### config.mk
export PLATFORM = sky130hd
export DESIGN_NAME = modular_exponentiation_top
export DESIGN_NICKNAME = d
export VERILOG_FILES = /design/src/mexp_pkg.sv /design/src/modular_exponentiation_top.sv /design/src/mexp_mulmod.sv
export SDC_FILE = /design/constraint.sdc
export NUM_CORES = 1
export LEC_CHECK = 0
export BUFFER_PORTS_ARGS = -buffer_cell sky130_fd_sc_hd__buf_2
export CORE_MARGIN = 4
export CORE_UTILIZATION = 50
export CTS_CLUSTER_DIAMETER = 200
export CTS_CLUSTER_SIZE = 10
export DETAILED_ROUTE_END_ITERATION = 16
export PLACE_DENSITY_LB_ADDON = 0.25
export SLEW_MARGIN = 5
export SYNTH_ARGS = -nofsm -noshare
export SYNTH_HDL_FRONTEND = slang
export SYNTH_SLANG_ARGS = --single-unit
### constraint.sdc
create_clock -name i_clk -period 9.5 [get_ports i_clk]
set_clock_uncertainty 0.15 [all_clocks]
set_input_delay 1.9 -clock i_clk [delete_from_list [all_inputs] [get_ports i_clk]]
set_output_delay 1.9 -clock i_clk [all_outputs]
set_load 0.05 [all_outputs]
### src/mexp_pkg.sv
// ----------------------------------------------------------------------------
// mexp_pkg
// Shared types and constants for the modular exponentiation block.
// ----------------------------------------------------------------------------
package mexp_pkg;

    // Width of every payload field on the ports
    localparam int FIELD_BITS = 63;

    // Exponentiation sequencer states
    typedef enum logic [2:0] {
        S_IDLE,
        S_RED,
        S_DISP,
        S_MUL,
        S_SQR,
        S_OUT
    } t_state;

    // Request to the modular multiplier
    typedef struct packed {
        logic start;
    } t_mm_ctrl;

    // Multiplier status back to the sequencer
    typedef struct packed {
        logic busy;
        logic done;
    } t_mm_status;

endpackage

### src/modular_exponentiation_top.sv
// ----------------------------------------------------------------------------
// modular_exponentiation_top
// Right-to-left square-and-multiply: power = base^exponent mod modulus.
// ----------------------------------------------------------------------------
// Sequence: the base is first reduced mod modulus, then each exponent bit
//   gets a modular multiply if set and a modular square unless no higher
//   bits remain; a zero exponent or modulus skips all of this.
// Throughput: one request in flight; the next is taken the cycle after the
//   result is loaded. A zero exponent gives 1, else a zero modulus gives 0.
// Reset (synchronous, active low): idle, no result pending, modulus = 1.
// ----------------------------------------------------------------------------
module modular_exponentiation_top #(
    parameter int OPERAND_BITS = 63
) (
    input  logic                            i_clk,
    input  logic                            i_rst_n,
    // configuration: modulus
    input  logic                            i_cfg_we,
    input  logic [mexp_pkg::FIELD_BITS-1:0] i_cfg_data,
    // request channel
    input  logic                            i_in_valid,
    output logic                            o_in_stall,
    input  logic [mexp_pkg::FIELD_BITS-1:0] i_base,
    input  logic [mexp_pkg::FIELD_BITS-1:0] i_exponent,
    // result channel
    output logic                            o_out_valid,
    input  logic                            i_out_stall,
    output logic [mexp_pkg::FIELD_BITS-1:0] o_power
);

    localparam int W = OPERAND_BITS;

    mexp_pkg::t_state     r_state, n_state;
    mexp_pkg::t_mm_ctrl   w_mm_ctrl;
    mexp_pkg::t_mm_status w_mm_status;

    logic [W-1:0] r_modulus;
    logic [W-1:0] r_result;
    logic [W-1:0] r_square;
    logic [W-1:0] r_exp;
    logic         r_mul_done;
    logic         r_out_valid;
    logic [mexp_pkg::FIELD_BITS-1:0] r_power;

    logic [W-1:0] w_base;
    logic [W-1:0] w_exp_in;
    logic [W-1:0] w_one_mod;    // 1 mod m
    logic [W-1:0] w_mm_x;
    logic [W-1:0] w_mm_y;
    logic [W-1:0] w_prod;
    logic         w_accept;
    logic         w_finish;     // nothing left to do in dispatch
    logic         w_do_mul;     // dispatch launches a multiply, not a square
    logic         w_out_free;

    assign w_base     = i_base[W-1:0];
    assign w_exp_in   = i_exponent[W-1:0];
    assign w_one_mod  = (r_modulus == W'(1)) ? '0 : W'(1);
    assign w_accept   = i_in_valid && !o_in_stall;
    assign w_out_free = !r_out_valid || !i_out_stall;

    // Current bit still owes a multiply if set and not yet applied.
    // Done when no higher bits remain and this bit is settled; the last
    // square is never needed.
    assign w_do_mul = r_exp[0] && !r_mul_done;
    assign w_finish = ((r_exp >> 1) == '0) && !w_do_mul;

    // ---------------- next state ----------------
    always_comb begin
        n_state = r_state;
        unique case (r_state)
            mexp_pkg::S_IDLE: begin
                if (w_accept) begin
                    if (w_exp_in == '0 || r_modulus == '0) begin
                        n_state = mexp_pkg::S_OUT;
                    end else begin
                        n_state = mexp_pkg::S_RED;
                    end
                end
            end
            mexp_pkg::S_RED: begin
                if (w_mm_status.done) n_state = mexp_pkg::S_DISP;
            end
            mexp_pkg::S_DISP: begin
                if (w_finish) begin
                    n_state = mexp_pkg::S_OUT;
                end else if (w_do_mul) begin
                    n_state = mexp_pkg::S_MUL;
                end else begin
                    n_state = mexp_pkg::S_SQR;
                end
            end
            mexp_pkg::S_MUL: begin
                if (w_mm_status.done) n_state = mexp_pkg::S_DISP;
            end
            mexp_pkg::S_SQR: begin
                if (w_mm_status.done) n_state = mexp_pkg::S_DISP;
            end
            mexp_pkg::S_OUT: begin
                if (w_out_free) n_state = mexp_pkg::S_IDLE;
            end
            default: n_state = mexp_pkg::S_IDLE;
        endcase
    end

    // ---------------- outputs / multiplier launch ----------------
    always_comb begin
        w_mm_ctrl.start = 1'b0;
        w_mm_x          = r_square;
        w_mm_y          = r_square;
        o_in_stall      = 1'b1;
        unique case (r_state) inside
            mexp_pkg::S_IDLE: begin
                o_in_stall = 1'b0;
                // base mod m computed as (1 mod m) * base
                w_mm_x = w_one_mod;
                w_mm_y = w_base;
                w_mm_ctrl.start = w_accept && (w_exp_in != '0) && (r_modulus != '0);
            end
            mexp_pkg::S_DISP: begin
                w_mm_ctrl.start = !w_finish;
                if (w_do_mul) w_mm_x = r_result;
            end
            mexp_pkg::S_RED, mexp_pkg::S_MUL, mexp_pkg::S_SQR, mexp_pkg::S_OUT: begin
                o_in_stall = 1'b1;
            end
            default: o_in_stall = 1'b1;
        endcase
    end

    mexp_mulmod #(
        .W (W)
    ) u_mulmod (
        .i_clk    (i_clk),
        .i_rst_n  (i_rst_n),
        .i_ctrl   (w_mm_ctrl),
        .i_x      (w_mm_x),
        .i_y      (w_mm_y),
        .i_m      (r_modulus),
        .o_status (w_mm_status),
        .o_prod   (w_prod)
    );

    // ---------------- registers ----------------
    always_ff @(posedge i_clk) begin
        if (!i_rst_n) begin
            r_state     <= mexp_pkg::S_IDLE;
            r_out_valid <= 1'b0;
            r_modulus   <= W'(1);
        end else begin
            r_state <= n_state;
            if (i_cfg_we) r_modulus <= i_cfg_data[W-1:0];
            if (r_state == mexp_pkg::S_OUT && w_out_free) begin
                r_out_valid <= 1'b1;
            end else if (!i_out_stall) begin
                r_out_valid <= 1'b0;
            end
        end

        // datapath, no reset needed
        unique case (r_state)
            mexp_pkg::S_IDLE: begin
                if (w_accept) begin
                    r_exp      <= w_exp_in;
                    r_mul_done <= 1'b0;
                    if (w_exp_in == '0) begin
                        r_result <= W'(1);
                    end else if (r_modulus == '0) begin
                        r_result <= '0;
                    end else begin
                        r_result <= w_one_mod;
                    end
                end
            end
            mexp_pkg::S_RED: begin
                if (w_mm_status.done) r_square <= w_prod;
            end
            mexp_pkg::S_MUL: begin
                if (w_mm_status.done) begin
                    r_result   <= w_prod;
                    r_mul_done <= 1'b1;
                end
            end
            mexp_pkg::S_SQR: begin
                if (w_mm_status.done) begin
                    r_square   <= w_prod;
                    r_exp      <= r_exp >> 1;
                    r_mul_done <= 1'b0;
                end
            end
            mexp_pkg::S_OUT: begin
                if (w_out_free) r_power <= mexp_pkg::FIELD_BITS'(r_result);
            end
            mexp_pkg::S_DISP: begin
                r_mul_done <= r_mul_done;
            end
            default: r_mul_done <= r_mul_done;
        endcase
    end

    assign o_out_valid = r_out_valid;
    assign o_power     = r_power;

`ifndef NO_ASSERTIONS
    // multiplier is only launched when it is free
    a_start_free: assert property (@(posedge i_clk) disable iff (!i_rst_n)
        w_mm_ctrl.start |-> !w_mm_status.busy)
        else $error("multiplier launched while busy");

    // a launch always leaves the sequencer waiting on the multiplier
    a_start_wait: assert property (@(posedge i_clk) disable iff (!i_rst_n)
        w_mm_ctrl.start |=> (r_state == mexp_pkg::S_RED || r_state == mexp_pkg::S_MUL ||
                             r_state == mexp_pkg::S_SQR) && w_mm_status.busy)
        else $error("launch without matching wait state");

    // leaving the output state always presents a result
    a_out_load: assert property (@(posedge i_clk) disable iff (!i_rst_n)
        (r_state == mexp_pkg::S_OUT && w_out_free) |=> r_out_valid)
        else $error("result not presented");
`endif

endmodule

### src/mexp_mulmod.sv
// ----------------------------------------------------------------------------
// mexp_mulmod
// Shift-and-add modular multiplier: x*y mod m, one bit of y per cycle.
// ----------------------------------------------------------------------------
module mexp_mulmod #(
    parameter int W = 63
) (
    input  logic                  i_clk,
    input  logic                  i_rst_n,
    input  mexp_pkg::t_mm_ctrl    i_ctrl,
    input  logic [W-1:0]          i_x,      // must be below m
    input  logic [W-1:0]          i_y,      // any value
    input  logic [W-1:0]          i_m,
    output mexp_pkg::t_mm_status  o_status,
    output logic [W-1:0]          o_prod
);

    logic [W-1:0] r_acc, n_acc;
    logic [W-1:0] r_add, n_add;
    logic [W-1:0] r_y,   n_y;
    logic         r_busy, n_busy;

    logic [W:0]   w_sum;
    logic [W:0]   w_dbl;
    logic [W:0]   w_m;
    logic         w_done;

    assign w_m    = {1'b0, i_m};
    assign w_sum  = {1'b0, r_acc} + {1'b0, r_add};
    assign w_dbl  = {r_add, 1'b0};
    assign w_done = r_busy && (r_y == '0);

    always_comb begin
        n_acc  = r_acc;
        n_add  = r_add;
        n_y    = r_y;
        n_busy = r_busy;
        if (i_ctrl.start) begin
            n_acc  = '0;
            n_add  = i_x;
            n_y    = i_y;
            n_busy = 1'b1;
        end else if (w_done) begin
            n_busy = 1'b0;
        end else if (r_busy) begin
            // operands stay below m, so one conditional subtract reduces
            if (r_y[0]) begin
                n_acc = (w_sum >= w_m) ? W'(w_sum - w_m) : W'(w_sum);
            end
            n_add = (w_dbl >= w_m) ? W'(w_dbl - w_m) : W'(w_dbl);
            n_y   = r_y >> 1;
        end
    end

    always_ff @(posedge i_clk) begin
        if (!i_rst_n) begin
            r_busy <= 1'b0;
        end else begin
            r_busy <= n_busy;
        end
        r_acc <= n_acc;
        r_add <= n_add;
        r_y   <= n_y;
    end

    assign o_status.busy = r_busy;
    assign o_status.done = w_done;
    assign o_prod        = r_acc;

endmodule

==> results.cfg, run 1 <==
[die]
ios = 259
dieHeight_um = 265
rows = 93
start_util = 0.509
die-area_mm2 = 0.0703
die_w_um = 265
core-area_mm2 = 0.0649

[detailed_routing]
via_per_inst = 6.18
dr.pass1.iters = 6
ant_nets = 0
drc = 0
wl_per_cell_um = 22.3
vias = 28719
drtIter0Drc = 3204
wl_um = 104000

[logic_synthesis]
ys.flop_type = edfxtp_1
synthesis.instances = 3665
yosysUniqueCellTypes = 91
ys_seq_elements = 510
synth_area_per_cell_um2 = 9.02
synth_seq_area_share = 0.424
synth_edf_count = 379
yosys-top-cells-area = edfxtp_1 (34%), dfxtp_1 (7.9%), ha_1 (7.2%)
ys_warn_count = 0
synth_top_area_share = 0.344
synth_top_area_cell = edfxtp_1
yosysMostFrequentCell = nand2_1
syn_nets = 4051
synthArstFlopShare = 0
synthTopCellsByCount = nand2_1 (562), edfxtp_1 (379), a21oi_1 (349)
synth_area_mm2 = 0.0330

[finish]
stdcell_area_mm2 = 0.0363
nNetsFinal = 4156
final_util = 0.560
drive_gt1_frac = 0.106
layoutNonFillerInstCount = 4650
diodes = 0
syn_to_final_growth_pct = 9.93

[critical_path]
critPathArrivalTime_ns = 7.51
startpoint = u_mulmod.r_add[0]
r2r_start = u_mulmod.r_add[0]
critPathKind = flop to flop
cp_data_required_time_ns = 9.86
cp_max_fo = 67
end_kind = flop
start_kind = flop

[clock_network]
clk_path_buf_depth = 3
cts.htree.levels = 2
holdBufCountCts = 0
cts.sinks = 510
cts.reportedPaths.clkPinSlew_ns = 0.06
cts-root-buf = clkbuf_16
cts_resized = 0
numCtsBuffers = 56
insertion_delay_ns = 0.63
cts_setup_buffers = 0
cts_tree = done

[timing]
hold_violations = 0
setup_viol = 0
maxSlewViolCount = 0
tightest_slew_ns = 0.957
fin_tns_setup_ns = 0
rsz0062_at_grt = false
max_slew_margin = 0.362
fmax_ghz = 0.140
min_period_ns = 7.15
finalCritPeriodShare = 0.753

[placement]
gp_congestion = 0.969
dpl-instance-area_mm2 = 0.0348
hpwl_um = 79100
port_buffers = 258
dp_cells = 4567

[global_routing]
grtUsageTotal = 0.282
grt_overflow = 0
grt_pass1_wl_um = 156000
grt_max_degree = 158
grt_pass1_vias = 26100
antenna_found_initial = 0

[run_status]
status = finished, final reports clean

[job]
drv_cap = 0

[worst_hold_path]
min_from = r_result[22]
worst_hold_path_type = flop to flop
## stage by stage
| stage | hold WS [ns] | setup slack (ns) |
|---|---|---|
| 2_1_floorplan | 0.276 | 2.52 |
| 3_3_place_gp | 0.278 | 2.75 |
| 3_5_place_dp | 0.285 | 2.54 |
| 4_1_cts | 0.288 | 2.54 |
| 5_1_grt | 0.302 | 1.95 |
| 6_report | 0.292 | 2.35 |
## worst max-delay path: stages (launching register included)
cell and delay, ns:
edfxtp_1 0.44, ha_1 0.27, fa_1 0.43, a211oi_1 0.25, nor2_1 0.11, o311ai_1 0.77
a21oi_1 0.15, nor3_1 0.67, o21ai_0 0.25, a21boi_1 0.22, xnor2_1 0.15, ha_1 0.46
nand4_1 0.25, nor4_1 0.52, nand4_1 0.20, o22ai_1 0.19, nor3_1 0.07, and4_1 0.21
nand3_2 0.07, buf_4 0.57, nand2_1 0.21, o221ai_1 0.21, o21ba_1 0.17
## worst paths after layout
kind                          to  slack (ns)  depth (start not counted)
max reg2reg  u_mulmod.o_prod[53]        2.35                         22
min                  o_power[22]        0.29                          0
min reg2reg          o_power[22]        0.29                          0
max          u_mulmod.o_prod[53]        2.35                         22
## area by class of cell
type,instances,area [um^2]
fillers,5933,28600
multi-input cells,2801,17800
flip-flops and latches,510,14000
repair buffers,285,1510
clock buffers,80,1490
well taps,855,1070
inverters,116,435
clock inverters,3,58.8
## flip-flops by register name, summed over array words and instances, names as in the netlist
register	cells
u_mulmod.r_y	63
r_mul_done	1
r_exp	63
u_mulmod.o_prod	63
u_mulmod.r_busy	1
r_square	63
u_mulmod.r_add	63
r_state	3
o_power	63
o_out_valid	1
r_result	63
r_modulus	63
## kinds of logic (layout without fill, tap and decap cells)
kind of cell	Yosys count	after routing	share of synthesized area
AOI/OAI and AO/OA	1063	1063	0.207
muxes	91	91	0.0278
adders and majority gates	192	192	0.0734
xor gates and xnor gates	166	166	0.0440
DFF	510	510	0.424
and+or+nand+nor	1289	1289	0.182
buffers and inverters	354	484	0.0422
## layout by cell type (no fill, tap or decap), drive strengths merged, types with 38 or more instances in the layout
cell | Yosys | routed
buf | 45 | 285
a221oi | 59 | 59
a21o | 114 | 114
nand3 | 38 | 38
ha | 189 | 189
a21oi | 350 | 350
edfxtp | 379 | 379
a31oi | 109 | 109
clkbuf | 193 | 80
o21ai | 166 | 166
dfxtp | 131 | 131
nor2b | 83 | 83
and3 | 79 | 79
nor4 | 74 | 74
nand4 | 86 | 86
mux2i | 87 | 87
xnor2 | 104 | 104
xor2 | 62 | 62
nand2 | 565 | 565
nor3 | 41 | 41
inv | 116 | 118
nor2 | 249 | 249
## per-layer routing
metal,global-route usage,up-vias,part of all wire
met5,0,-,0
met4,0.0692,0,0.026
met3,0.0579,140,0.10
met2,0.393,1299,0.40
met1,0.445,13535,0.47
li1,-,13745,-
Power of run 1 is not shown: default switching activity piles up to over one toggle a cycle in this logic, so the estimate is an artifact.
==> run 2: changes to the inputs <==
==> constraint.sdc (replaced) <==
create_clock -name i_clk -period 7.27 [get_ports i_clk]
set_clock_uncertainty 0.15 [all_clocks]
set_input_delay 1.454 -clock i_clk [delete_from_list [all_inputs] [get_ports i_clk]]
set_output_delay 1.454 -clock i_clk [all_outputs]
set_load 0.05 [all_outputs]
==> results.cfg, run 2 (same netlist as run 1, synthesis figures left out) <==
[run_status]
status = finished, final reports clean

[die]
die_w_um = 265
core-area_mm2 = 0.0649
die-area_mm2 = 0.0703
start_util = 0.509
rows = 93
ios = 259
dieHeight_um = 265

[critical_path]
cp_data_required_time_ns = 7.60
cp_max_fo = 46
slowest_delay_ns = 0.46
start_kind = flop
end_kind = flop
critPathKind = flop to flop
path_cells = ha_1 -> fa_1 -> a211oi_1 -> nor2_1 -> o311ai_1 -> buf_4 -> a21oi_1 -> o311ai_2 -> o31a_2 -> o21ai_2 -> a31o_2 -> o22ai_1 -> xnor2_1 -> ha_1 -> nand2_1 -> nor3_1 -> nand4_1 -> o22ai_1 -> nor3_1 -> and4_1 -> nand3_2 -> buf_4 -> mux2i_1 -> a211oi_1
critPathArrivalTime_ns = 6.62
crit_slowest_cell = ha_1

[detailed_routing]
wl_um = 104000
wl_per_cell_um = 22.3
ant_nets = 0
via_per_inst = 6.21
drtIter0Drc = 3583
drc = 0
dr.pass1.iters = 5
vias = 28912

[global_routing]
antenna_found_initial = 1
grt_pass1_wl_um = 156000
grtUsageTotal = 0.281
grt_max_degree = 158
grt_pass1_vias = 26259
grt_overflow = 0

[finish]
final_cell_mix = nand2_1 (559), edfxtp_1 (379), a21oi_1 (348)
nNetsFinal = 4157
drive_gt1_frac = 0.106
syn_to_final_growth_pct = 10.0
final_common_cell = nand2_1

[timing]
setup_viol = 0
hold_violations = 0
fin_tns_setup_ns = 0
maxSlewViolCount = 0
finalCritPeriodShare = 0.865
tightest_slew_ns = 1.20
rsz0062_at_grt = false
min_period_ns = 6.29
fmax_ghz = 0.159
max_slew_margin = 0.195
whs_ns = 0.299

[clock_network]
cts.sinks = 510
clk_path_buf_depth = 3
cts_resized = 0
cts_tree = done
cts-root-buf = clkbuf_16
cts.htree.levels = 2
cts_setup_buffers = 0
cts.reportedPaths.clkPinSlew_ns = 0.06
numCtsBuffers = 56
holdBufCountCts = 0
insertion_delay_ns = 0.65

[worst_hold_path]
worst_hold_path_type = flop to flop

[placement]
hpwl_um = 79600
gp_congestion = 0.951
port_buffers = 258

[job]
drv_cap = 0
run 2: worst paths after layout:
check                                       start                  end  slack (ns)  cells after the start
worst min register to register       r_result[61]          o_power[61]        0.30                      0
worst max register to register  u_mulmod.r_add[0]  u_mulmod.o_prod[12]        0.98                     24
worst min-delay path                 r_result[61]          o_power[61]        0.30                      0
worst max-delay path            u_mulmod.r_add[0]  u_mulmod.o_prod[12]        0.98                     24
run 2: worst max-delay path, delay by kind of cell (launching register included):
family	cells	cell delay, ns
xor gates and xnor gates	1	0.11
AOI/OAI and AO/OA	10	2.19
muxes	1	0.24
DFF	1	0.44
buffers and inverters	2	0.60
and+or+nand+nor	7	1.18
adders and majority gates	3	1.17
run 2: per-stage QoR:
stage,setup slack [ns],instances,area (um^2),util
floorplan,0.372,3665,33000,-
detailed placement,1.05,4568,34800,0.536
CTS,1.03,4653,36400,0.560
finish,0.978,4654,36400,0.560
global placement,1.15,4568,34800,0.536
global route,0.593,4653,36400,0.560
run 2: layer usage:
layer,share of wire,track usage
met4,0.021,0.0603
met2,0.41,0.399
met5,0,0
met1,0.47,0.447
met3,0.099,0.0499
run 2: layout make-up:
| cell class | instances | area (um^2) |
|---|---|---|
| clock inverter | 3 | 66.3 |
| clock buffer | 82 | 1500 |
| sequential | 510 | 14000 |
| tap | 855 | 1070 |
| multi-input combinational | 2801 | 17800 |
| fill | 5963 | 28600 |
| timing repair buffer | 286 | 1530 |
| antenna | 1 | 2.50 |
| inverter | 116 | 435 |
Power of run 2 is left out for the same reason.
